--- config.mk ---
export PLATFORM = sky130hd
export DESIGN_NAME = qdot_merge
export DESIGN_NICKNAME = d
export VERILOG_FILES = /design/src/hw/rtl/qdot_pkg.sv /design/src/hw/rtl/qdot_merge.sv
export SDC_FILE = /design/constraint.sdc
export NUM_CORES = 2
export LEC_CHECK = 0
export ABC_CLOCK_PERIOD_IN_PS = 12000
export BUFFER_PORTS_ARGS = -buffer_cell sky130_fd_sc_hd__buf_2
export CORE_MARGIN = 2
export CORE_UTILIZATION = 54
export CTS_CLUSTER_SIZE = 10
export DETAILED_ROUTE_END_ITERATION = 10
export PLACE_DENSITY = 0.79
export REMOVE_ABC_BUFFERS = 1
export SYNTH_ARGS = -nofsm -noshare
export SYNTH_HDL_FRONTEND = slang
export SYNTH_SLANG_ARGS = --single-unit
export TNS_END_PERCENT = 30
--- constraint.sdc ---
create_clock -name clk -period 12 [get_ports clk]
set_input_delay 1.2 -clock clk [delete_from_list [all_inputs] [get_ports clk]]
set_output_delay 1.2 -clock clk [all_outputs]
set_load 0.005 [all_outputs]
--- src/hw/rtl/qdot_pkg.sv ---
`default_nettype none
package qdot_pkg;

  // Four lanes of eight elements each make up one 32-element block.
  localparam int LANES      = 4;
  localparam int LANE_ELEMS = 8;
  localparam int NIB_W      = 4;
  localparam int ACT_W      = 8;
  localparam int PROD_W     = NIB_W + ACT_W;   // one 4x8 signed product
  localparam int LANE_W     = 15;              // sum of eight products
  localparam int DOT_W      = 17;              // block dot, -32512..32768
  localparam int SCALE_W    = 24;
  localparam int SPROD_W    = 2 * SCALE_W;     // weight_scale * act_scale
  localparam int SPLIT      = SPROD_W / 2;     // scale product cut point
  localparam int PLO_W      = DOT_W + SPLIT + 1;
  localparam int PHI_W      = DOT_W + SPROD_W - SPLIT;
  localparam int ACC_W      = 64;

  localparam logic signed [ACC_W-1:0] ACC_MAX = {1'b0, {(ACC_W-1){1'b1}}};
  localparam logic signed [ACC_W-1:0] ACC_MIN = {1'b1, {(ACC_W-1){1'b0}}};

  // Per-stage tag that travels alongside the datapath.
  typedef struct packed {
    logic valid;
    logic last;
  } qdot_tag_t;

endpackage
`default_nettype wire

--- src/hw/rtl/qdot_merge.sv ---
`default_nettype none
module qdot_merge (
  input  logic                                           clk,
  input  logic                                           adv,
  input  logic [qdot_pkg::LANES-1:0][qdot_pkg::LANE_W-1:0] lane_sums,
  input  logic signed [qdot_pkg::SPROD_W-1:0]            sprod,
  output logic signed [qdot_pkg::ACC_W-1:0]              term
);
  import qdot_pkg::*;

  logic signed [DOT_W-1:0]   dot_next;
  logic signed [DOT_W-1:0]   dot;
  logic signed [SPROD_W-1:0] sprod_d;
  logic signed [PLO_W-1:0]   p_lo;
  logic signed [PHI_W-1:0]   p_hi;

  always_comb begin
    dot_next = '0;
    for (int i = 0; i < LANES; i++) begin
      dot_next = dot_next + DOT_W'($signed(lane_sums[i]));
    end
  end

  // Merge lanes, split the 48-bit scale product into two partial products and recombine them into the term.
  always_ff @(posedge clk) begin
    if (adv) begin
      dot     <= dot_next;
      sprod_d <= sprod;
      p_lo    <= dot * $signed({1'b0, sprod_d[SPLIT-1:0]});
      p_hi    <= dot * $signed(sprod_d[SPROD_W-1:SPLIT]);
      term    <= (ACC_W'(p_hi) <<< SPLIT) + ACC_W'(p_lo);
    end
  end

endmodule
`default_nettype wire

# --- After elaboration in Yosys (flattened, before gate mapping) ---
# Index checks and enable logic that the tools add are counted.
word_totals:
  input_bits: 110
  output_inout_bits: 64
  regBits: 211
classes:
  mul: 2
  addsub: 4
ops:
  columns: ["op", "count"]
  rows:
  - ["$add A64 B42 Y64", 1]
  - ["$mul A17 B25 Y42", 1]
  - ["$mul A17 B24 Y40", 1]
  - ["$add A16 B15 Y17", 1]
  - ["$add A17 B15 Y17", 1]
  - ["$add A15 B15 Y16", 1]

# --- Longest topological paths before layout ---
logic_depth:
  ltp_word: 3
  ltp_mapped: 25
  mapped_depth_nobuf: 24

# --- Worst setup path before layout ---
# Ideal clock, no wire load.
synth_path:
  path_type: "register to register"
  startpoint: "reg dot[8]"
  endpoint: "reg p_lo[40], data pin"
  n_path_buf: 2
  path_stages_with_launch: 23
  required_time_ns: 11.744
  setup_slack_ns: 5.380
  t_arrival_ns: 6.365
  path_cell_list: "edfxtp_1 -> clkbuf_1 -> clkbuf_1 -> nand2_1 -> fa_1 -> inv_1 -> fa_1 -> fa_1 -> fa_1 -> fa_1 -> inv_1 -> fa_1 -> inv_1 -> ha_1 -> a21o_1 -> a21oi_1 -> nor2_1 -> or4_1 -> o211ai_1 -> a21boi_1 -> o22a_1 -> or4b_1 -> and4_1"
synth_between:
  elab_chain_cells: 1
synth_rtl:
  columns: ["element", "line_no", "source"]
  rows:
  - ["from (decl)", "qdot_merge.sv:12", "logic signed [DOT_W-1:0] dot;"]
  - ["from (signal assigned)", "qdot_merge.sv:27", "dot <= dot_next;"]
  - ["$mul A17 B25 Y42", "qdot_merge.sv:29", "p_lo <= dot * $signed({1'b0, sprod_d[SPLIT-1:0]});"]
  - ["to (signal assigned)", "qdot_merge.sv:29", null]
  - ["to (decl)", "qdot_merge.sv:14", "logic signed [PLO_W-1:0] p_lo;"]
# No other way between the ends.
# A chain may end at the register's enable or synchronous reset.

# --- Final worst setup path ---
layout_path:
  startpoint: "reg dot[5]"
  endpoint: "reg p_hi[37], data pin"
layout_between:
  elab_chain_cells: 1
layout_rtl:
  columns: ["element", "line_no", "source"]
  rows:
  - ["$mul A17 B24 Y40", "qdot_merge.sv:30", "p_hi <= dot * $signed(sprod_d[SPROD_W-1:SPLIT]);"]
  - ["to (signal assigned)", "qdot_merge.sv:30", null]
  - ["to (decl)", "qdot_merge.sv:15", "logic signed [PHI_W-1:0] p_hi;"]
# No other way between the ends.

==> run summary <==
Headroom to the max-slew limit came out at 31.03%. The number of H-tree levels came out at 1. The post-synthesis async set-or-reset flop share works out to 0%. For the clock latency of the later-clocked register in the worst-skew pair, the log shows 630 ps.

In the finished design, the share of the clock period the worst path needs comes to 62.54%. The detailed router finished its first iteration with 1961 violations. The count of distinct cell types in the synthesized netlist was 69. CTS saw 211 sinks. After synthesis the cells add up to 0.03740 mm². The first global-routing pass estimated 143.0 mm of wire. The number of antenna diodes in the final layout is 0. The logs give 0 for the number of setup buffers added after CTS and 96 for the count of standard-cell rows. Gates resized during post-CTS repair numbered 0. Across every metal layer, demand over resource in global routing totals 25.46%. For the number of slew-limit violations in the final report, the log shows 0. The logs give 28203 for the number of global-route vias before repair and 0.04009 mm² for the final instance area. Cell at the root of the clock tree: clkbuf_16.

The run gives 3 as the maximum clock insertion buffer count. Summed over all instances, the cell type with the most area after synthesis is fa_1. Clock skew on the completed layout was measured at 37.36 ps. The final layout contains routed wiring with a total length of 85.98 mm. Sequential elements use 16.94% of the synthesized area. The maximum number of pins on one net before global-route repair was 107; the proportion of layout cells with a drive suffix above 1 was 6.839%.

Yosys printed 0 warnings. The min-delay analysis places its worst path in the category register to register. The type of the setup path with the least slack was register to register. Average via count per standard cell: 5.421. The multi-input combinational cells in the finished layout cover a total of 0.02733 mm².

The worst hold margin came out at 418.5 ps. The clock transition at the registers of the reported paths is 60 ps. The top cell type by area accounts for 40.47% of the synthesized area. The slew at the pin with the worst max-slew slack was 1028 ps; the die height was 267.2 µm. The run gives 0 as the number of routed nets with antenna violations.

The width of the chip is 267.2 µm. The tools report the startpoint class of the critical path as a register. Setup repair after global routing left no endpoint under its margin. For the worst setup path, the data arrival time is 7860 ps. The placeable core region was 0.06859 mm²; the iteration count of the initial detailed-routing pass was 7. For the placer's final routability congestion estimate, the log shows 0.9636. Leaving out fill and tap cells, the most frequent cells in the layout are inv_1, fa_1, nand2_1, and2_1, ha_1.

The logs give 12350 ps for the critical path data required time and 0 for the DRC violation count after routing. The final-report setup violation count is 0. The run gives 5707 as the final-layout fill cell count. TritonCTS built the clock tree. Relative to the synthesized area, the layout overhead comes to 7.200%.

After synthesis, the cell types taking the most area are fa_1, edfxtp_1, ha_1. After global routing the overflow that remains totals 0. Max-cap violations in this run came to 0. The most used flip-flop cell after synthesis is edfxtp_1.

In the synthesized netlist, the number of instances is 3772. The half-perimeter wire length after placement was 65.56 mm; the mean routed wirelength per cell was 17.89 µm. The logs give 0.006336 mm² for the sequential cell area and 0.07138 mm² for the die footprint. The flow ran to the end, and the final reports show no timing, DRC or antenna violations. The final critical delay including setup and external delays was 7504 ps; the number of primary I/O pins was 174. For the initial antenna violation count, the log shows 1. The library cell used most frequently in the layout, excluding fill and tap cells, is inv_1.

The average instance in the mapped netlist occupies 9.915 µm². Initial core utilization: 54.53%. The cell area after placement is 0.03909 mm², and the number of buffers created by CTS is 30. Based on the critical path, the design can be clocked at up to 0.1333 GHz. For this run, the post-layout net count is 5019.

After routing, the total negative slack on setup checks comes to 0 ps. The critical path capture point type is a register. During placement, the flow inserted port buffers numbering 173. The number of register bits inferred by synthesis is 211, and the largest fanout of any net on the critical path is 48. Yosys mapped a number of flops with a built-in enable equal to 211. The logs give 0 for the final hold violation count and 0 for the number of buffers inserted by hold repair at cts. The routed layout has 26052 vias.
[synthesized netlist by cell type, types with 2 or more instances]
cell	count
a2111oi_2	2
o31a_1	2
edfxtp_1	211
nand4b_1	4
a21o_1	46
or4b_1	3
mux2i_1	2
a21bo_2	2
nand4_1	15
nand2_1	470
clkbuf_1	142
a21oi_1	91
a31oi_1	8
nand2b_1	30
or2_2	6
o21a_1	18
or3_1	7
and2_1	358
o22ai_1	2
a2111oi_0	3
o21bai_1	17
inv_1	850
o31ai_1	4
o211ai_1	10
a21boi_0	3
a31o_2	4
fa_1	756
a221oi_1	3
a211o_1	4
xnor2_1	94
a211oi_1	18
nor4_1	4
a311oi_1	3
nand3_1	17
o21ai_0	57
and4_1	2
and3_1	9
a41oi_1	3
ha_1	294
nor2b_1	14
nor3_1	23
nor2_1	103
xor2_1	32
[critical path, stage by stage (launching register included)]
cell and delay (ps):
edfxtp_1 330, buf_4 510, nand2_1 170, fa_1 570
inv_1 50, fa_1 470, inv_1 50, fa_1 500
inv_1 60, fa_1 490, fa_1 490, inv_1 50
fa_1 470, inv_1 40, ha_1 320, a211o_1 310
or3_1 320, a311oi_1 350, nor3_1 190, nor4bb_1 680
nor2_1 210, a31o_2 300, a31oi_1 200, xnor2_1 80
[through the flow]
step,setup slack [ps],utilization [%],std cells
final,4496,58.45,4806
after CTS,4595,58.45,4806
after global placement,4790,57.00,4758
after floorplan,5166,-,3628
after detailed placement,4613,57.00,4758
after global routing,4235,58.45,4806
[state kept, by name, indices dropped and copies added (netlist names)]
| register | cells |
|---|---|
| p_lo | 42 |
| sprod_d | 48 |
| term | 64 |
| p_hi | 40 |
| dot | 17 |
[per-layer routing]
layer  track usage [%]  vias to the layer above  part of all wire (%)
met2             42.53                     1004                    48
met3             3.954                      237                   7.3
met4             10.55                        0                   4.7
li1                  -                    11622                     -
met5                 0                        -                     0
met1             33.26                    13189                    40
[worst paths after layout]
kind                                from        to  slack [ps]  depth (start not counted)
worst max-delay path              dot[5]  p_hi[37]        4500                         23
worst min-delay path            p_lo[12]  term[12]         420                          0
worst max register to register    dot[5]  p_hi[37]        4500                         23
worst min register to register  p_lo[12]  term[12]         420                          0
[layout make-up]
cell class,instances,area share (%)
Multi-Input combinational cell,2567,68.17
Sequential cell,211,15.80
Inverter,850,7.958
Tap cell,931,2.906
Timing Repair Buffer,199,2.671
Clock buffer,32,1.891
Clock inverter,16,0.5961
[kinds of logic (layout without fill, tap and decap cells)]
kind of cell               count (synthesis)  in the layout  share of synthesized area [%]
adders and majority gates               1050           1050                          50.30
xor gates and xnor gates                 126            126                          2.951
muxes                                      2              2                        0.05353
buffers and inverters                    994           1097                          9.980
and+or+nand+nor                         1070           1070                          14.04
DFF                                      211            211                          16.94
AOI/OAI and AO/OA                        319            319                          5.728
Power is left out: the tool's default activity adds up to more than one toggle a clock period on the data nets, which glitch-free logic cannot reach.
