**src/hw/rtl/qdot_pkg.sv**
```systemverilog
`default_nettype none
package qdot_pkg;

  // Four lanes of eight elements each make up one 32-element block.
  localparam int LANES      = 4;
  localparam int LANE_ELEMS = 8;
  localparam int NIB_W      = 4;
  localparam int ACT_W      = 8;
  localparam int PROD_W     = NIB_W + ACT_W;   // one 4x8 signed product
  localparam int LANE_W     = 15;              // sum of eight products
  localparam int DOT_W      = 17;              // block dot, -32512..32768
  localparam int SCALE_W    = 24;
  localparam int SPROD_W    = 2 * SCALE_W;     // weight_scale * act_scale
  localparam int SPLIT      = SPROD_W / 2;     // scale product cut point
  localparam int PLO_W      = DOT_W + SPLIT + 1;
  localparam int PHI_W      = DOT_W + SPROD_W - SPLIT;
  localparam int ACC_W      = 64;

  localparam logic signed [ACC_W-1:0] ACC_MAX = {1'b0, {(ACC_W-1){1'b1}}};
  localparam logic signed [ACC_W-1:0] ACC_MIN = {1'b1, {(ACC_W-1){1'b0}}};

  // Per-stage tag that travels alongside the datapath.
  typedef struct packed {
    logic valid;
    logic last;
  } qdot_tag_t;

endpackage
`default_nettype wire

```
**src/hw/rtl/qdot_lane.sv**
```systemverilog
`default_nettype none
module qdot_lane (
  input  logic                                                clk,
  input  logic                                                adv,
  input  logic [qdot_pkg::LANE_ELEMS*qdot_pkg::NIB_W-1:0]     nibs,
  input  logic [qdot_pkg::LANE_ELEMS*qdot_pkg::ACT_W-1:0]     acts,
  output logic [qdot_pkg::LANE_W-1:0]                         lane_sum
);
  import qdot_pkg::*;

  logic signed [NIB_W-1:0]  w   [LANE_ELEMS];
  logic signed [ACT_W-1:0]  a   [LANE_ELEMS];
  logic signed [PROD_W-1:0] prod[LANE_ELEMS];
  logic signed [LANE_W-1:0] sum;

  always_comb begin
    sum = '0;
    for (int i = 0; i < LANE_ELEMS; i++) begin
      // nibble minus 8 is the nibble with its top bit flipped, read as signed
      w[i]    = $signed({~nibs[NIB_W*i + NIB_W-1], nibs[NIB_W*i +: NIB_W-1]});
      a[i]    = $signed(acts[ACT_W*i +: ACT_W]);
      prod[i] = w[i] * a[i];
      sum     = sum + LANE_W'(prod[i]);
    end
  end

  always_ff @(posedge clk) begin
    if (adv) begin
      lane_sum <= sum;
    end
  end

endmodule
`default_nettype wire

```
**config.mk**
```make
export PLATFORM = sky130hd
export DESIGN_NAME = qdot_lane
export DESIGN_NICKNAME = d
export VERILOG_FILES = /design/src/hw/rtl/qdot_pkg.sv /design/src/hw/rtl/qdot_lane.sv
export SDC_FILE = /design/constraint.sdc
export NUM_CORES = 1
export LEC_CHECK = 0
export ABC_CLOCK_PERIOD_IN_PS = 8200
export CORE_ASPECT_RATIO = 0.7
export CORE_MARGIN = 2
export CORE_UTILIZATION = 49
export DETAILED_ROUTE_END_ITERATION = 10
export DONT_BUFFER_PORTS = 1
export HOLD_SLACK_MARGIN = 0.03
export PLACE_DENSITY = 0.65
export SLEW_MARGIN = 20
export SYNTH_ARGS = -nofsm -noshare
export SYNTH_HDL_FRONTEND = slang
export SYNTH_SLANG_ARGS = --single-unit
```
**constraint.sdc**
```tcl
create_clock -name clk -period 8.2 [get_ports clk]
set_clock_uncertainty 0.05 [all_clocks]
set_input_delay 0.82 -clock clk [delete_from_list [all_inputs] [get_ports clk]]
set_output_delay 0.82 -clock clk [all_outputs]
set_load 0.01 [all_outputs]
```
# After elaboration in Yosys (flattened, before gate mapping)
# Index checks and enable logic that the tools add are counted.
[totals] out_inout_bits=15 inputBits=98 ff_bits=15
[op_classes] bitwise=8 mul=8 add_sub_neg=7
[ops] op="4-bit by 8-bit multiplier with 12-bit output" n=8
[ops] op="15-bit by 12-bit adder with 15-bit output" n=4
[ops] op="14-bit by 12-bit adder with 15-bit output" n=1
[ops] op="13-bit by 12-bit adder with 14-bit output" n=1
[ops] op="12-bit by 12-bit adder with 13-bit output" n=1
[ops] op="1-bit inverter" n=8

# Longest topological paths before layout
# Gate-level depths: netlist (run 1).
[logic_depth] depth_word=9 ltp_mapped=24 ltp_nobuf=23

# Worst setup path after synthesis (run 1)
# OpenSTA, ideal clock, no wires.
[synth_timing] kind="input -> register" from="input port nibs[3] (netlist name)" to="register lane_sum[12] (netlist name), data pin" required_ns=7.888 setup_time_ns=0.262 path_stages=21 setup_slack_ns=1.447 arrival_ns=6.441 path_buffers=0 cell_sequence="or2_2 -> fa_1 -> fa_1 -> inv_1 -> fa_1 -> inv_1 -> fa_1 -> fa_1 -> inv_1 -> fa_1 -> inv_1 -> fa_1 -> inv_1 -> fa_1 -> ha_1 -> o21ai_0 -> o21ai_1 -> or3_4 -> a31oi_4 -> o21bai_1 -> xor2_1"
[synth_between] elab_chain_cells=9
[synth_rtl] element="start: declaration" line="qdot_lane.sv:5" text="input logic [qdot_pkg::LANE_ELEMS*qdot_pkg::NIB_W-1:0] nibs,"
[synth_rtl] element="1-bit inverter" line="qdot_lane.sv:20" text="w[i] = $signed({~nibs[NIB_W*i + NIB_W-1], nibs[NIB_W*i +: NIB_W-1]});"
[synth_rtl] element="4-bit by 8-bit multiplier with 12-bit output" line="qdot_lane.sv:22" text="prod[i] = w[i] * a[i];"
[synth_rtl] element="12-bit by 12-bit adder with 13-bit output" line="qdot_lane.sv:23" text="sum = sum + LANE_W'(prod[i]);"
[synth_rtl] element="13-bit by 12-bit adder with 14-bit output" line="qdot_lane.sv:23"
[synth_rtl] element="14-bit by 12-bit adder with 15-bit output" line="qdot_lane.sv:23"
[synth_rtl] element="15-bit by 12-bit adder with 15-bit output (4 in a row)" line="qdot_lane.sv:23"
[synth_rtl] element="net sum[12]" line="qdot_lane.sv:14" text="logic signed [LANE_W-1:0] sum;"
[synth_rtl] element="end signal: assignment" line="qdot_lane.sv:29" text="lane_sum <= sum;"
[synth_rtl] element="end: declaration" line="qdot_lane.sv:7" text="output logic [qdot_pkg::LANE_W-1:0] lane_sum"
# The timed path passes the listed nets, and every way through them passes these cells.
# A chain may end at the register's enable or synchronous reset.

# Worst setup path in the final report (run 1)
[layout_timing] from="input port nibs[15] (netlist name)" to="register lane_sum[13] (netlist name), data pin"
[layout_between] elab_chain_cells=7
[layout_rtl] element="1-bit inverter" line="qdot_lane.sv:20"
[layout_rtl] element="4-bit by 8-bit multiplier with 12-bit output" line="qdot_lane.sv:22"
[layout_rtl] element="14-bit by 12-bit adder with 15-bit output" line="qdot_lane.sv:23"
[layout_rtl] element="15-bit by 12-bit adder with 15-bit output (4 in a row)" line="qdot_lane.sv:23"
[layout_rtl] element="net sum[13]" line="qdot_lane.sv:14"
# The timed path passes the listed nets, and every way through them passes these cells.

==> results.toml, run 1 <==
[status]
outcome = "completed"

[worst_setup_path]
path_class = "input port to flip-flop"
path_max_fanout = 11
end_kind = "flip-flop"
crit_arrival_ns = 6.68
start_kind = "input port"
required_ns = 8.14

[timing]
timing.final.crit_share_pct = 82.3
slew_headroom_pct = 71.7
fin_crit_ns = 6.75
finalSetupViolCount = 0
fin_tns_setup_ns = 0
slew_viol_final = 0
hold_ws_ns = 0.629
rsz0062_at_grt = "no"
final_hold_viol_count = 0
fmax_mhz = 148
worstMarginPinSlew_ns = 0.424

[clock_network]
numCtsBuffers = 3
hold_buffers = 0
cts-root-buf = "clkbuf_16"
htree_levels = 1
clockBufferDepth = 2
cts_tree = "built"
clock_sinks = 15
ctsResizeCount = 0
post_cts_buffers = 0
clkSlewWorstSetupHoldPaths_ns = 0.05

[route]
vias = 6581
drtPass1Iterations = 4
drt_iter0_markers = 272
viasPerCell = 4.77
routed_wl_microns = 23100
wire_per_inst_microns = 16.7
drt.antenna.violating_nets = 0
drc = 0

[yosys]
synth-seq-cells = 15
ys.flop_type = "edfxtp_1"
synth_edf_count = 15
yosys-top-cells-count = "inv_1 (364), fa_1 (316), and2_1 (118)"
syn_nets = 1571
yosys_warnings = 0
synth_top_area_cell = "fa_1"
yosysUniqueCellTypes = 30
async_flop_share_pct = 0
syn_area_sq_um = 10800
syn_inst = 1095
synth_area_per_cell_sq_um = 9.89
netlist.area_leader.share_pct = 58.4
synth_area_leaders = "fa_1 (58%), inv_1 (13%), ha_1 (7.2%)"
synth-seq-area-share_pct = 4.16
yosysMostFrequentCell = "inv_1"

[run]
drv_cap = 0

[place]
hpwl_microns = 22200
dpl_cell_area_sq_um = 11200
place_inst = 1375
gp_congestion = 0.841
numPortBuffers = 0

[floorplan]
dieArea_sq_um = 23300
core.rowCount = 45
die_h_microns = 128
io_pins = 113
start_util_pct = 50.0
dieWidth_microns = 182
coreArea_sq_um = 21700

[finish]
design_area_sq_um = 11300
nets = 1574
drive_above_1_share_pct = 3.92
largest-register = "lane_sum"
syn_to_final_growth_pct = 3.92
antenna_cells = 0
largest_reg_flops = 15
reg.largest.list = "lane_sum: 15 flops"
finalNonFillerCells = 1379

[global_routing]
antenna_found_initial = 0
grt_max_degree = 16
grt_overflow = 0
grt_pass1_vias = 7422
grt_pass1_wl_microns = 39100
grt_usage_pct = 21.7

[min_path]
hold_class = "input port to flip-flop"
[placed cells by master (no fill, tap or decap), drive strengths merged, types with 4 or more instances in the layout]
master,count
a21o,4
a21oi,8
a31oi,4
and2,118
clkbuf,4
edfxtp,15
fa,316
ha,62
inv,364
nand2,85
nor2,35
o21ai,9
or2,34
xnor2,21
xor2,6
[logic make-up after synthesis]
group                    Yosys count  share of synthesized area, %
flip-flops                        15                          4.16
AO/OA/AOI/OAI                     30                          1.92
adder cells (fa/ha/maj)          379                          65.7
AND/OR/NAND/NOR                  278                          13.4
buffers and inverters            366                          12.7
XOR/XNOR                          27                          2.18
[cell type report]
cell class                      count  area [sq um]
Fill cell                        1999         10400
Inverter                          364          1370
Clock buffer                        4          78.8
Sequential cell                    15           450
Multi-Input combinational cell    714          9010
Tap cell                          282           353
[worst paths after layout]
check | start | to | cells past startpoint | slack, ns
hold / removal | adv | lane_sum[12] | 0 | 0.63
setup / recovery | nibs[15] | lane_sum[13] | 19 | 1.45
[routing by layer]
| layer | track usage [%] | wire (microns) | vias up |
|---|---|---|---|
| met4 | 1.96 | 214 | 0 |
| li1 | - | - | 3054 |
| met5 | 0 | 0 | - |
| met1 | 32.6 | 10700 | 3399 |
| met3 | 3.79 | 1380 | 17 |
| met2 | 34.9 | 10800 | 111 |
[per-stage QoR]
| stage | util [%] | setup WS (ns) |
|---|---|---|
| after floorplan | - | 1.45 |
| after global placement | 51.6 | 1.21 |
| after detailed placement | 51.6 | 1.17 |
| after CTS | 51.9 | 1.42 |
| after global routing | 51.9 | 1.19 |
| final | 51.9 | 1.45 |
[worst max-delay path, cell delays in order]
cell and delay (ns):
or2_2 0.29, fa_1 0.50, fa_1 0.51, inv_1 0.05, fa_1 0.48, fa_1 0.50, inv_1 0.05, fa_1 0.51
fa_1 0.43, fa_1 0.49, inv_1 0.05, fa_1 0.43, ha_1 0.34, nor2b_1 0.15, o21ai_0 0.21, a21oi_1 0.20
or2_2 0.35, o21ai_0 0.20, o211ai_1 0.11
Power of run 1 is not shown: default switching activity piles up to over one toggle a cycle in this logic, so the estimate is an artifact.
==> inputs of run 2 (changes only) <==
--- a/config.mk
+++ b/config.mk
@@ -5,7 +5,7 @@
 export SDC_FILE = /design/constraint.sdc
 export NUM_CORES = 1
 export LEC_CHECK = 0
-export ABC_CLOCK_PERIOD_IN_PS = 8200
+export ABC_CLOCK_PERIOD_IN_PS = 6700
 export CORE_ASPECT_RATIO = 0.7
 export CORE_MARGIN = 2
 export CORE_UTILIZATION = 49
==> constraint.sdc (replaced) <==
create_clock -name clk -period 6.7 [get_ports clk]
set_clock_uncertainty 0.05 [all_clocks]
set_input_delay 0.67 -clock clk [delete_from_list [all_inputs] [get_ports clk]]
set_output_delay 0.67 -clock clk [all_outputs]
set_load 0.01 [all_outputs]
==> run 2 against run 1 <==
Effect of this change: critical endpoint is now lane_sum[12]; flip-flop and latch count unchanged; utilization increased by 0.92 points; largest cell class unchanged; routed wire length increased by 0.26%; cell count increased by 1.6%; die area unchanged; hold slack got worse by 0.15 ns; via count increased by 1.2%; global-route usage about the same.
==> results.toml, run 2 (synthesized netlist as in run 1, its figures left out) <==
[worst_setup_path]
path_common_cell = "fa_1"
start_kind = "input port"
path_cells = "or2_2, fa_1, fa_1, inv_1, fa_1, fa_1, inv_1, fa_1, fa_1, fa_1, inv_1, fa_1, ha_4, o21ai_2, o21ai_2, or3_4, a31oi_4, o21bai_1, xor2_1"
required_ns = 6.64
end_kind = "flip-flop"
crit_arrival_ns = 6.44
path_max_fanout = 11
crit_family = "adder cells"
cp_slowest_cell = "fa_1"
max_stage_delay_ns = 0.53
crit_buf_inv = 3
path_class = "input port to flip-flop"

[status]
outcome = "completed"

[clock_network]
clock_sinks = 15
htree_levels = 1
cts-root-buf = "clkbuf_16"
cts_tree = "built"
hold_buffers = 0
clkSlewWorstSetupHoldPaths_ns = 0.05
clockBufferDepth = 2
numCtsBuffers = 3

[route]
viasPerCell = 4.75
vias = 6658
drtPass1Iterations = 5
drt.antenna.violating_nets = 0
drt_iter0_markers = 272
drc = 0
routed_wl_microns = 23100
wire_per_inst_microns = 16.5

[place]
gp_congestion = 0.873
hpwl_microns = 22200
numPortBuffers = 0
place_inst = 1397
pre_cts_ws_ns = -0.176

[timing]
fmax_mhz = 154
slew_viol_final = 0
finalSetupViolCount = 0
slew_headroom_pct = 76.3
worstMarginPinSlew_ns = 0.355
fin_crit_ns = 6.50
setup_slack_ns = 0.204
timing.final.crit_share_pct = 96.9
final_hold_viol_count = 0

[floorplan]
die_h_microns = 128
start_util_pct = 50.0
dieWidth_microns = 182
io_pins = 113
dieArea_sq_um = 23300
coreArea_sq_um = 21700
core.rowCount = 45

[finish]
largest-register = "lane_sum"
nets = 1596
syn_to_final_growth_pct = 5.76
finalNonFillerCells = 1401
final_common_cell = "inv_1"
final_cell_mix = "inv_1 (364), fa_1 (315), and2_1 (118), nand2_1 (85), ha_1 (60)"
drive_above_1_share_pct = 6.26
antenna_cells = 0
reg.largest.list = "lane_sum: 15 flops"
largest_reg_flops = 15

[global_routing]
grt_overflow = 0
grt_usage_pct = 21.8
grt_max_degree = 16
grt_pass1_vias = 7343
grt_pass1_wl_microns = 39200
antenna_found_initial = 0

[min_path]
hold_end = "lane_sum[14]"
whs_path_depth = 0
hp-start = "adv"
hold_class = "input port to flip-flop"

[run]
drv_cap = 0
## run 2: what timing repair did
action                     in CTS  in global routing
setup endpoints to repair       0                  8
setup buffers                   0                  0
resized for setup               0                  8
## run 2: metrics by stage
stage | area (sq um) | util (%) | TNS (ns) | hold slack, ns
floorplan | 10800 | - | 0 | 0.732
global placement | 11300 | 52.3 | -0.423 | 0.734
detailed placement | 11300 | 52.3 | -0.715 | 0.733
CTS | 11400 | 52.7 | 0 | 0.474
global route | 11500 | 52.8 | -0.0234 | 0.468
finish | 11500 | 52.8 | 0 | 0.480
## run 2: worst max-delay path by stage
stage                  start      endpoint  slack, ns  cells after the start
floorplan            nibs[3]  lane_sum[12]        0.1                     21
global placement    nibs[15]  lane_sum[12]       -0.1                     19
CTS                 nibs[15]  lane_sum[12]       0.06                     19
global route        nibs[19]  lane_sum[12]      -0.01                     20
finish              nibs[15]  lane_sum[12]       0.20                     19
detailed placement  nibs[15]  lane_sum[12]      -0.18                     19
## run 2: per-layer routing
metal	track usage (%)	share of wire (%)
met2	35.1	48
met3	4.92	7.1
met5	0	0
met4	0.383	0
met1	32.4	45
## run 2: final cells by class
| cell class | instances | area, sq um |
|---|---|---|
| inverters | 364 | 1370 |
| fillers | 1967 | 10200 |
| clock buffers | 4 | 78.8 |
| multi-input cells | 714 | 9040 |
| well taps | 282 | 353 |
| flip-flops and latches | 15 | 450 |
| repair buffers | 22 | 165 |
Power of run 2 is left out for the same reason.
