===== config.mk =====
export PLATFORM = sky130hd
export DESIGN_NAME = qdot_acc
export DESIGN_NICKNAME = d
export VERILOG_FILES = /design/src/hw/rtl/qdot_pkg.sv /design/src/hw/rtl/qdot_acc.sv
export SDC_FILE = /design/constraint.sdc
export NUM_CORES = 1
export LEC_CHECK = 0
export BUFFER_PORTS_ARGS = -buffer_cell sky130_fd_sc_hd__buf_2
export CAP_MARGIN = 20
export CORE_MARGIN = 1.5
export CORE_UTILIZATION = 52
export DETAILED_ROUTE_END_ITERATION = 6
export GPL_ROUTABILITY_DRIVEN = 0
export PLACE_DENSITY = 0.77
export SYNTH_ARGS = -nofsm -noshare
export SYNTH_HDL_FRONTEND = slang
export SYNTH_SLANG_ARGS = --single-unit

===== constraint.sdc =====
create_clock -name clk -period 3.35 [get_ports clk]
set_input_delay 0.1675 -clock clk [delete_from_list [all_inputs] [get_ports clk]]
set_output_delay 0.1675 -clock clk [all_outputs]
set_load 0.02 [all_outputs]

===== src/hw/rtl/qdot_pkg.sv =====
`default_nettype none
package qdot_pkg;

  // Four lanes of eight elements each make up one 32-element block.
  localparam int LANES      = 4;
  localparam int LANE_ELEMS = 8;
  localparam int NIB_W      = 4;
  localparam int ACT_W      = 8;
  localparam int PROD_W     = NIB_W + ACT_W;   // one 4x8 signed product
  localparam int LANE_W     = 15;              // sum of eight products
  localparam int DOT_W      = 17;              // block dot, -32512..32768
  localparam int SCALE_W    = 24;
  localparam int SPROD_W    = 2 * SCALE_W;     // weight_scale * act_scale
  localparam int SPLIT      = SPROD_W / 2;     // scale product cut point
  localparam int PLO_W      = DOT_W + SPLIT + 1;
  localparam int PHI_W      = DOT_W + SPROD_W - SPLIT;
  localparam int ACC_W      = 64;

  localparam logic signed [ACC_W-1:0] ACC_MAX = {1'b0, {(ACC_W-1){1'b1}}};
  localparam logic signed [ACC_W-1:0] ACC_MIN = {1'b1, {(ACC_W-1){1'b0}}};

  // Per-stage tag that travels alongside the datapath.
  typedef struct packed {
    logic valid;
    logic last;
  } qdot_tag_t;

endpackage
`default_nettype wire


===== src/hw/rtl/qdot_acc.sv =====
`default_nettype none
module qdot_acc (
  input  logic                               clk,
  input  logic                               rst,
  input  logic                               adv,
  input  qdot_pkg::qdot_tag_t                tag,
  input  logic signed [qdot_pkg::ACC_W-1:0]  term,
  output logic                               out_valid,
  output logic signed [qdot_pkg::ACC_W-1:0]  row_sum,
  output logic                               saturated
);
  import qdot_pkg::*;

  logic signed [ACC_W-1:0] acc;
  logic                    sticky;
  logic signed [ACC_W:0]   wide_sum;
  logic                    ovf;
  logic signed [ACC_W-1:0] acc_next;

  always_comb begin
    wide_sum = {acc[ACC_W-1], acc} + {term[ACC_W-1], term};
    ovf      = wide_sum[ACC_W] != wide_sum[ACC_W-1];
    if (!ovf) begin
      acc_next = wide_sum[ACC_W-1:0];
    end else if (wide_sum[ACC_W]) begin
      acc_next = ACC_MIN;
    end else begin
      acc_next = ACC_MAX;
    end
  end

  always_ff @(posedge clk) begin
    if (rst) begin
      acc       <= '0;
      sticky    <= 1'b0;
      out_valid <= 1'b0;
    end else if (adv) begin
      out_valid <= tag.valid && tag.last;
      if (tag.valid) begin
        if (tag.last) begin
          acc    <= '0;
          sticky <= 1'b0;
        end else begin
          acc    <= acc_next;
          sticky <= sticky | ovf;
        end
      end
    end
  end

  // Result register: load on the row's final block.
  always_ff @(posedge clk) begin
    if (adv && tag.valid && tag.last) begin
      row_sum   <= acc_next;
      saturated <= sticky | ovf;
    end
  end

endmodule
`default_nettype wire


After elaboration in Yosys (flattened, before gate mapping)
Cells that the tools add are included.

word-level totals
  register bits after elaboration = 131
  input bits = 69
  output and inout port bits = 66
  logic and storage cells = 16

cells by class
  $add $sub $neg = 1
  eq/ne operators = 1
  multiplexer cells = 4
  bitwise logic cells = 1
  reduce and logical (&&, ||, !) cells = 4

operator list
  operator             count
  $mux W64             3
  $add A64 B64 Y65     1
  $logic_and A1 B1 Y1  3
  $reduce_and A2 Y1    1
  $mux W1              1
  $ne A1 B1 Y1         1
  $or A1 B1 Y1         1

Longest topological paths before layout
Gate-level depths: netlist of run 1.

  depth after elaboration = 4
  mapped depth = 15
  mapped depth without buffers = 13

Worst setup path after synthesis of run 1
OpenSTA, ideal clock, no wires.

  kind = register to register
  start point = register acc[0]
  end point = register row_sum[49] in the netlist's numbering (data pin)
  arrival time = 2854 ps
  required time = 3080 ps
  slack = 226 ps
  stages on the path, launching flop included = 15
  period minus slack after synthesis = 3124 ps
  path through = dfxtp_1 ha_1 inv_1 fa_1 nand2b_1 a21oi_1 o21ai_1 a211oi_2 o32ai_2 a21o_1 and2_4 mux2i_4 buf_2 clkbuf_1 o21ai_0

between the ends
  cells in the longest elaborated chain, start to end = 3
  elaborated cells between the ends (all ways) = 4

ends and longest elaborated chain
  what                                      RTL line                        text
  from (decl)                               qdot_acc.sv:14                  logic signed [ACC_W-1:0] acc;
  from (signal assigned)                    qdot_acc.sv:44                  acc <= acc_next;
  $add A64 B64 Y65 *                        qdot_acc.sv:21                  wide_sum = {acc[ACC_W-1], acc} + {term[ACC_W-1], term};
  $mux W64 or $ne A1 B1 Y1 (tied branches)  qdot_acc.sv:25, qdot_acc.sv:22
  $mux W64 *                                qdot_acc.sv:23                  if (!ovf) begin
  net acc_next[49]                          qdot_acc.sv:18                  logic signed [ACC_W-1:0] acc_next;
  to (signal assigned)                      qdot_acc.sv:54                  row_sum <= acc_next;
  to (decl)                                 qdot_acc.sv:9                   output logic signed [qdot_pkg::ACC_W-1:0] row_sum,

Mark *: on every way through the listed nets, which the timed path passes. The rest lies on a longest branch.
A chain may end at the register's enable or synchronous reset.

Worst setup path after layout of run 1
  start point = register acc[7]
  end point = register row_sum[62] in the netlist's numbering (data pin)

The elaborated chain is that of the path after synthesis.

==> run_results.csv, run 1 <==
group,metric,value,unit
route,vias,8229,
hold_path,worstHoldPathType,"input port to flip-flop",
clocking,clock_latency,0.44,ns
final_layout,diodes,0,
timing,fin_crit,3.307,ns
clocking,cts_tree,"yes",
critical_path,crit_type,"flip-flop to flip-flop",
critical_path,cp-start-kind,"flip-flop",
global_route,grt_pass1_vias,7558,
logic_synthesis,synthArstFlopShare,0,%
critical_path,crit_buf_inv,0,
logic_synthesis,synth_area_per_cell,9.143,um^2
power,power.leakage,4.577,nW
global_route,grt_overflow_total,0,
critical_path,critPathMaxFanout,5,
global_route,gr-usage-all-layers,26.98,%
route,ant_nets,0,
logic_synthesis,synthSimpleGateAreaFrac,13.37,%
route,wl,25390,um
timing,finalCritPeriodShare,98.72,%
logic_synthesis,synthMuxAreaShare,0.5577,%
logic_synthesis,synth_top_family_by_area,"compound AO/OA/AOI/OAI gates",
clocking,htreeDepth,4,
placed_design,dp.final_hpwl,17340,um
global_route,grt_max_degree,64,
floorplan,dieArea,0.01761,mm^2
critical_path,critPathSlowestCell,"a221o_1",
logic_synthesis,synth_xor_area_share,6.106,%
clocking,cts_buffers,17,
timing,finalHoldViolCount,0,
critical_path,worst_setup_path_end_kind,"flip-flop",
route,viasPerCell,6.164,
floorplan,start_util,52.95,%
timing,setup_viol,0,
critical_path,critPathMaxStageDelay,0.38,ns
critical_path,startpoint,"acc[7]",
floorplan,core-area,0.01652,mm^2
placed_design,port_buffers,134,
logic_synthesis,synth-edff-count,65,
timing,slew_headroom,45.46,%
critical_path,reg2reg_from,"acc[7]",
logic_synthesis,synth-adder-area-share,9.381,%
power,p_total,4.686,mW
critical_path,cp.depth,11,
logic_synthesis,synth_cell_type_count,68,
placed_design,placed_area,0.009712,mm^2
logic_synthesis,synth_ff_type,"dfxtp_1",
clocking,cts_max_path_buffers,2,
status,status,"finished, violations left",
timing,slew_viol_final,0,
critical_path,critical-path-top-delay-family,"compound AO/OA/AOI/OAI gates",
power,pwr_density_cell,437.6,mW/mm^2
floorplan,ios,135,
final_layout,design_area,0.01071,mm^2
status,violations,"design-rule violations",
logic_synthesis,synthCells,957,
clocking,cts.reportedPaths.clkPinSlew,0.06,ns
logic_synthesis,synth.net_count,1091,
final_layout,layout.cells.most_common,"buf_2",
final_layout,fin_nets,1237,
route,first_pass_iters,7,
timing,clock.fmax,302.4,MHz
floorplan,rows,47,
critical_path,cp.arrival,3.49,ns
logic_synthesis,synth-compound-area-share,29.00,%
route,wl_per_cell,19.02,um
floorplan,die_height,132.7,um
final_layout,layout_common_cells,"buf_2, nand2_1, o21ai_0, a21oi_1, dfxtp_1",
timing,setup_slack,0.04281,ns
final_layout,drive_gt1_share,26.64,%
critical_path,critPathRequiredTime,3.53,ns
placed_design,post-place-ws,0.02011,ns
route,drtIter0Drc,799,
logic_synthesis,seq_area_frac_synth,37.41,%
timing,final.setup_skew,0.01595,ns
timing,holdWs,0.09674,ns
job,drv_cap,0,
global_route,antenna_found_initial,0,
timing,worst_pin_slew,0.8180,ns
hold_path,hp-start,"tag[0]",
clocking,root_buffer,"clkbuf_16",
hold_path,hold_depth,3,
floorplan,die_w,132.7,um
logic_synthesis,yosysWarningCount,0,
critical_path,critical_path.cell_chain,"ha_1, a21oi_2, o21ai_0, a221o_1, o311a_4, a211oi_4, o21ba_4, o21ai_2, a221oi_2, xnor2_2, o21ai_1",
clocking,clock-sinks,131,
global_route,grt_pass1_wl,37740,um
logic_synthesis,synth_area,0.008750,mm^2
power,peakVddDrop,0.3789,mV
logic_synthesis,synth-seq-cells,131,
route,post-route-drc-count,13,
final_layout,area_growth,22.37,%
critical_path,reg2reg_depth,11,
timing,setup_tns,0,ns
-- cells in the mapped netlist (11+ instances only) --
| master | count | area share, % |
|---|---|---|
| a21o_1 | 20 | 1.7 |
| a21oi_1 | 87 | 5.0 |
| buf_2 | 19 | 1.1 |
| clkbuf_1 | 25 | 1.1 |
| dfxtp_1 | 66 | 15 |
| edfxtp_1 | 65 | 22 |
| ha_1 | 64 | 9.2 |
| inv_1 | 21 | 0.90 |
| nand2_1 | 116 | 5.0 |
| nand3_1 | 13 | 0.74 |
| nand4_1 | 24 | 1.7 |
| nor2_1 | 47 | 2.0 |
| nor3_1 | 17 | 0.97 |
| o211ai_1 | 22 | 1.9 |
| o211ai_2 | 41 | 5.9 |
| o21ai_0 | 106 | 6.1 |
| o21ai_1 | 11 | 0.63 |
| o21bai_1 | 12 | 1.0 |
| xnor2_1 | 32 | 3.2 |
| xor2_1 | 29 | 2.9 |
-- where the power goes --
part	total (mW)	internal, mW	leakage (nW)	switching, mW
registers	1.79	1.77	1.13	0.0247
logic	0.845	0.311	3.13	0.534
clock network	2.05	1.36	0.314	0.685
total	4.69	3.44	4.58	1.24
-- sequential cells by signal, indices dropped and copies added (netlist names) --
name,flops
saturated,1
row_sum,64
out_valid,1
sticky,1
acc,64
-- logic make-up after synthesis --
kind of cell / after synthesis
AO/OA/AOI/OAI: 368
XOR/XNOR: 61
adder cells (fa/ha/maj): 65
buffers and inverters: 75
flip-flops: 131
multiplexers: 3
AND/OR/NAND/NOR: 254
-- what timing repair did --
item / in CTS / in global routing
cloned: 0 / 8
hold buffers: 1 / 0
gates resized for setup: 1 / 30
setup endpoints to repair: 1 / 126
hold endpoints to repair: 2 / 0
setup buffers: 0 / 8
pin swaps: 1 / 7
-- path summary, 6_finish.rpt --
path	to	slack, ns
max reg2reg	row_sum[62]	0.04
min	acc[44]	0.1
max	row_sum[62]	0.04
min reg2reg	acc[44]	0.47
-- routing by layer --
metal  vias up  GRT usage (%)  part of all wire [%]
met5         -              0                     0
li1       3867              -                     -
met1      3891          35.34                    43
met3        69          5.019                   6.6
met4         0          11.05                   3.5
met2       402          44.12                    47
-- area by class of cell --
| type | count | area [um^2] |
|---|---|---|
| Clock buffer | 27 | 523.0 |
| Clock inverter | 4 | 120.1 |
| Fill cell | 1326 | 5818 |
| Inverter | 21 | 78.83 |
| Multi-Input combinational cell | 751 | 5233 |
| Sequential cell | 131 | 3273 |
| Tap cell | 220 | 275.3 |
| Timing Repair Buffer | 181 | 1204 |
-- per-stage QoR --
stage	util, %	instances
6_report	64.79	1335
5_1_grt	64.79	1335
4_1_cts	62.77	1319
3_5_place_dp	58.77	1287
3_3_place_gp	58.77	1287
2_1_floorplan	-	957
-- tightest hold or removal path: cells and delay by family --
| family | cells | cell delay [ns] |
|---|---|---|
| simple gates | 1 | 0.13 |
| compound gates | 1 | 0.07 |
| buf+inv | 1 | 0.11 |
No activity file was read; power rests on OpenSTA's default activity.
==> inputs of run 2 (changes only) <==
CELL_PAD_IN_SITES_DETAIL_PLACEMENT = 2   (was unset)
CELL_PAD_IN_SITES_GLOBAL_PLACEMENT = 2   (was unset)
CORE_UTILIZATION = 38   (was 52)
PLACE_DENSITY = unset   (was 0.77)
PLACE_DENSITY_LB_ADDON = 0.1   (was unset)
SKIP_CTS_REPAIR_TIMING = 1   (was unset)
clock period = 4.2 ns   (was 3.35 ns; I/O delays follow)
==> run 2 against run 1 <==
Compared with the run above: worst setup slack gained 0.36 ns; final cell count increased by 2.5%; via count is 3.1% lower; total power shrank 22%; combinational power down 20%; non-clock buffer count fell by 33; largest cell class unchanged; largest power group unchanged; sequential power is 20% lower; clock power fell by 25%; sequential cell count is the same; first-iteration DRC count shrank 48%; the run now ends clean.
==> run_results.csv, run 2 (same netlist as run 1, synthesis figures left out) <==
group,metric,value,unit
status,status,"complete, no violations",
power,power.leakage,4.274,nW
critical_path,startpoint,"acc[0]",
final_layout,area_growth,16.90,%
timing,final.setup_skew,0.01122,ns
critical_path,critPathSlowestCell,"mux2i_4",
final_layout,layout.cells.most_common,"buf_2",
final_layout,layout_common_cells,"buf_2, nand2_1, o21ai_0, a21oi_1, dfxtp_1",
timing,finalHoldViolCount,0,
clocking,cts.reportedPaths.clkPinSlew,0.06,ns
critical_path,critical_path.cell_chain,"ha_1, inv_1, fa_1, nand2b_1, a21oi_1, o21ai_1, a211oi_2, o32ai_2, a21o_1, and2_4, mux2i_4, buf_4, o31ai_1, a22o_1",
global_route,grt_max_degree,64,
critical_path,critPathMaxStageDelay,0.40,ns
power,internal-power,2.522,mW
power,pwr_density_cell,356.4,mW/mm^2
route,ant_nets,0,
final_layout,utilization,45.18,%
floorplan,core-area,0.02264,mm^2
route,wl,31220,um
clocking,clock_latency,0.43,ns
final_layout,reg_top3,"acc: 64 flops, row_sum: 64 flops",
timing,clock.fmax,263.1,MHz
placed_design,port_buffers,134,
critical_path,critical-path-top-delay-family,"compound AO/OA/AOI/OAI gates",
timing,worst_pin_slew,0.8402,ns
final_layout,diodes,0,
clocking,clock-sinks,131,
clocking,cts_max_path_buffers,2,
power,p_seq_share,39.3,%
critical_path,crit_buf_inv,2,
floorplan,dieArea,0.02394,mm^2
critical_path,crit_type,"flip-flop to flip-flop",
route,wl_per_cell,22.82,um
placed_design,dp.final_hpwl,23530,um
clocking,cts_buffers,17,
hold_path,hp-start,"rst",
final_layout,drive_gt1_share,23.18,%
route,vias,7974,
clocking,htreeDepth,4,
power,clockPowerShare,42.1,%
global_route,grt_pass1_vias,8673,
timing,finalCritPeriodShare,90.49,%
floorplan,ios,135,
timing,rsz0062_at_grt,"no",
timing,slew_headroom,43.98,%
global_route,grt_overflow_total,0,
critical_path,cp-start-kind,"flip-flop",
route,drtIter0Drc,413,
clocking,cts_tree,"yes",
route,first_pass_iters,5,
floorplan,die_height,154.7,um
placed_design,post-place-ws,0.4045,ns
power,swShare,30.81,%
timing,holdWs,0.06668,ns
timing,fin_crit,3.800,ns
critical_path,cp.arrival,4.11,ns
timing,setup_slack,0.3995,ns
timing,setup_tns,0,ns
critical_path,critPathRequiredTime,4.51,ns
power,combPwrFrac,18.7,%
timing,slew_viol_final,0,
timing,setup_viol,0,
floorplan,rows,55,
critical_path,critPathMaxFanout,29,
global_route,gr-usage-all-layers,26.73,%
job,drv_cap,0,
final_layout,fin_nets,1204,
global_route,antenna_found_initial,0,
route,post-route-drc-count,0,
floorplan,start_util,38.65,%
critical_path,worst_setup_path_end_kind,"flip-flop",
critical_path,reg2reg_from,"acc[0]",
power,peakVddDrop,0.2269,mV
global_route,grt_pass1_wl,49340,um
clocking,root_buffer,"clkbuf_16",
hold_path,worstHoldPathType,"input port to flip-flop",
power,p_total,3.646,mW
power,power.switching,1.123,mW
floorplan,die_w,154.7,um
route,viasPerCell,5.829,
-- run 2: changes by cell type in the layout (fill, tap and decap cells not counted), sizes merged --
cell / previous run / this run
clkinvlp: 0 / 5
bufinv: 4 / 2
dlygate4sd3: 1 / 0
clkbuf: 32 / 18
buf: 175 / 148
clkinv: 0 / 2
inv: 21 / 26
-- run 2: worst paths after layout --
kind,slack (ns),end,cells after the start
worst min-delay path,0.07,out_valid,2
worst max-delay path,0.40,acc[61],14
worst min register to register,0.47,acc[44],2
worst max register to register,0.40,acc[61],14
-- run 2: cell type report --
class	instances	area (um^2)
tap	285	356.6
inverter	21	78.83
clock buffer	18	429.2
clock inverter	14	151.4
fill	2518	12410
timing repair buffer	148	813.3
sequential	131	3273
multi-input combinational	751	5126
-- run 2: worst reg2reg max path: stages, from the launching register on --
cell      delay, ns
dfxtp_1        0.33
ha_1           0.20
inv_1          0.07
fa_1           0.39
nand2b_1       0.18
a21oi_1        0.26
o21ai_1        0.19
a211oi_2       0.29
o32ai_2        0.17
a21o_1         0.26
and2_4         0.16
mux2i_4        0.40
buf_4          0.37
o31ai_1        0.18
a22o_1         0.24
-- run 2: metrics by stage --
stage | instance area, um^2 | std cells
CTS | 10230 | 1368
finish | 10230 | 1368
global placement | 9648 | 1336
global route | 10230 | 1368
detailed placement | 9648 | 1336
floorplan | 8750 | 957
-- run 2: layer usage --
layer  vias up  track usage, %  share of wire [%]
met1      3975           35.03                 47
li1       3799               -                  -
met5         -               0                  0
met2       169           45.77                 48
met3        31           3.755                3.3
met4         0           7.830                1.7
-- run 2: power groups by stage --
stage	sequential [mW]	clock [mW]	combinational, mW
2_1_floorplan	1.49	0	0.420
3_3_place_gp	1.46	0	0.652
3_5_place_dp	1.46	0	0.668
4_1_cts	1.43	1.55	0.680
5_1_grt	1.44	1.61	0.745
6_report	1.43	1.53	0.680
==> inputs of run 3 (changes only) <==
ABC_AREA = 1   (was unset)
CORE_UTILIZATION = 35   (was 38)
CTS_CLUSTER_DIAMETER = 40   (was unset)
REMOVE_ABC_BUFFERS = 1   (was unset)
==> run 3 against run 2 <==
Compared with the run above: fmax shrank 0.67%; worst hold slack better by 0.052 ns; clock-buffer cell count fell by 1; die area increased by 26%; final cell count rose by 53%; critical path depth rose by 8; worst setup slack got worse by 0.026 ns.
==> run_results.csv, run 3 <==
group,metric,value,unit
logic_synthesis,synth-edff-count,65,
critical_path,critPathRequiredTime,4.50,ns
critical_path,critPathMaxFanout,21,
critical_path,cp_common_cell,"nand2_1",
clocking,clock-sinks,131,
route,viasPerCell,5.135,
logic_synthesis,synth-adder-area-share,8.041,%
critical_path,crit_type,"flip-flop to flip-flop",
logic_synthesis,yosysWarningCount,0,
floorplan,dieArea,0.03020,mm^2
timing,fin_crit,3.826,ns
route,drtIter0Drc,467,
global_route,grt_pass1_vias,11880,
power,pwr_density_cell,336.7,mW/mm^2
final_layout,diodes,0,
final_layout,utilization,41.49,%
logic_synthesis,synth_top_cell_area_share,23.35,%
final_layout,fin_nets,1825,
final_layout,drive_gt1_share,14.91,%
logic_synthesis,synthCells,1555,
status,status,"complete, no violations",
critical_path,worst_setup_path_end_kind,"flip-flop",
final_layout,layout.cells.most_common,"nand2_1",
timing,setup_tns,0,ns
logic_synthesis,netlist_top_cells_count,"nand2_1, inv_1, a21oi_1",
hold_path,worstHoldPathType,"input port to flip-flop",
timing,rsz0062_at_grt,"no",
logic_synthesis,synth_top_area_cell,"nand2_1",
final_layout,design_area,0.01191,mm^2
floorplan,rows,62,
critical_path,cp.arrival,4.13,ns
global_route,gr-usage-all-layers,28.34,%
clocking,cts_max_path_buffers,2,
global_route,grt_max_degree,68,
floorplan,die_w,173.8,um
logic_synthesis,yosysMostFrequentCell,"nand2_1",
logic_synthesis,synthSimpleGateAreaFrac,35.24,%
global_route,antenna_found_initial,0,
logic_synthesis,synth_area_per_cell,6.564,um^2
critical_path,r2r_setup_slack,0.37,ns
floorplan,core-area,0.02870,mm^2
route,wl_per_cell,20.11,um
route,post-route-drc-count,0,
logic_synthesis,synth-compound-area-share,12.36,%
logic_synthesis,synth.area.top_cells,"nand2_1, edfxtp_1, dfxtp_1",
clocking,root_buffer,"clkbuf_16",
timing,slew_viol_final,0,
logic_synthesis,seq_area_frac_synth,32.07,%
power,peakVddDrop,0.2207,mV
clocking,cts.reportedPaths.clkPinSlew,0.08,ns
logic_synthesis,synth_cell_type_count,41,
logic_synthesis,synth_top_family_by_area,"simple AND/OR/NAND/NOR gates",
logic_synthesis,synth_xor_area_share,3.175,%
clocking,cts_tree,"yes",
job,drv_cap,0,
route,ant_nets,0,
placed_design,port_buffers,134,
logic_synthesis,synth-seq-cells,131,
critical_path,critPathSlowestCell,"nand2_1",
power,power.leakage,5.953,nW
placed_design,dp.final_hpwl,33340,um
timing,setup_slack,0.3740,ns
logic_synthesis,synthArstFlopShare,0,%
clocking,htreeDepth,4,
clocking,cts_buffers,17,
route,first_pass_iters,5,
placed_design,placed_area,0.01131,mm^2
timing,clock.fmax,261.4,MHz
floorplan,die_height,173.8,um
route,vias,10720,
final_layout,area_growth,16.66,%
timing,final.setup_skew,0.01896,ns
timing,finalHoldViolCount,0,
global_route,grt_overflow_total,0,
critical_path,critPathMaxStageDelay,0.50,ns
timing,setup_viol,0,
critical_path,cp-start-kind,"flip-flop",
placed_design,post-place-ws,0.4428,ns
critical_path,critical_path.cell_chain,"ha_1, inv_1, fa_1, inv_1, nand3_1, nand2_1, nand2_1, nand2_2, nand2_2, nand2_2, nand2_1, nand2_2, nand2_2, nand2_1, nand2_1, nand2_2, nand2_1, buf_12, nand2_1, nand2_1, nand2_1, a21oi_1",
logic_synthesis,synthMuxAreaShare,0,%
critical_path,critical-path-top-delay-family,"simple AND/OR/NAND/NOR gates",
route,wl,41980,um
final_layout,reg_top3,"acc: 64 flops, row_sum: 64 flops",
floorplan,start_util,35.56,%
clocking,clock_latency,0.45,ns
final_layout,layout_common_cells,"nand2_1, inv_1, a21oi_1, buf_2, nor2_1",
timing,slew_headroom,31.44,%
final_layout,n_fill_cell,3560,
timing,finalCritPeriodShare,91.10,%
logic_synthesis,synth_ff_type,"dfxtp_1",
floorplan,ios,135,
logic_synthesis,synth_area,0.01021,mm^2
global_route,grt_pass1_wl,66240,um
critical_path,crit_buf_inv,3,
timing,worst_pin_slew,1.026,ns
==> run 3: changes by cell type in the layout (fill, tap and decap cells not counted), moves of 34 or more <==
cell,delta
nor2_1,+67
inv_1,+170
nand2_1,+518
o211ai_2,-41
a21oi_1,+52
o21ai_0,-88
nand3_1,+34
==> run 3: worst paths after layout <==
check	cells past startpoint	startpoint	endpoint
setup reg to reg	22	acc[0]	acc[26]
hold reg to reg	2	acc[30]	acc[30]
hold / removal	3	adv	out_valid
setup / recovery	22	acc[0]	acc[26]
==> run 3: cell families after synthesis <==
logic type | after synthesis
compound gates | 217
xor+xnor | 37
fa+ha+maj | 65
buf+inv | 227
flops | 131
simple gates | 878
==> run 3: metrics by stage <==
step	cells	hold WS, ns	total power [mW]
floorplan	1523	0.2791	2.099
global placement	2056	0.4561	2.409
detailed placement	2056	0.4644	2.446
CTS	2088	0.1117	4.044
global route	2088	0.1292	4.188
finish	2088	0.1187	4.009
==> run 3: where the power goes <==
| part | switching (mW) | total (mW) | leakage [nW] | internal (mW) |
|---|---|---|---|---|
| clock network | 0.690 | 1.58 | 0.291 | 0.890 |
| registers | 0.0248 | 1.46 | 1.13 | 1.43 |
| logic | 0.674 | 0.973 | 4.53 | 0.299 |
| total | 1.39 | 4.01 | 5.95 | 2.62 |
==> run 3: cell type report <==
cell class              count  area [um^2]  share of cell area, %
clock buffers              17        425.4                  3.573
well taps                 384        480.5                  4.035
inverters                 195        732.0                  6.147
clock inverters            15        167.7                  1.408
multi-input cells        1197         6021                  50.56
flip-flops and latches    131         3273                  27.49
repair buffers            149        808.3                  6.788
==> run 3: layer usage <==
metal  GRT usage, %  up-vias  part of all wire, %
li1               -     5200                    -
met1          36.63     5281                   47
met2          49.32      189                   48
met3          3.158       51                  2.9
met4          8.872        0                  2.5
met5              0        -                    0
==> run 3: tightest hold or removal path, cell delays in order <==
cell and delay (ns):
buf_2 0.10, nor2_1 0.05, o21a_1 0.17
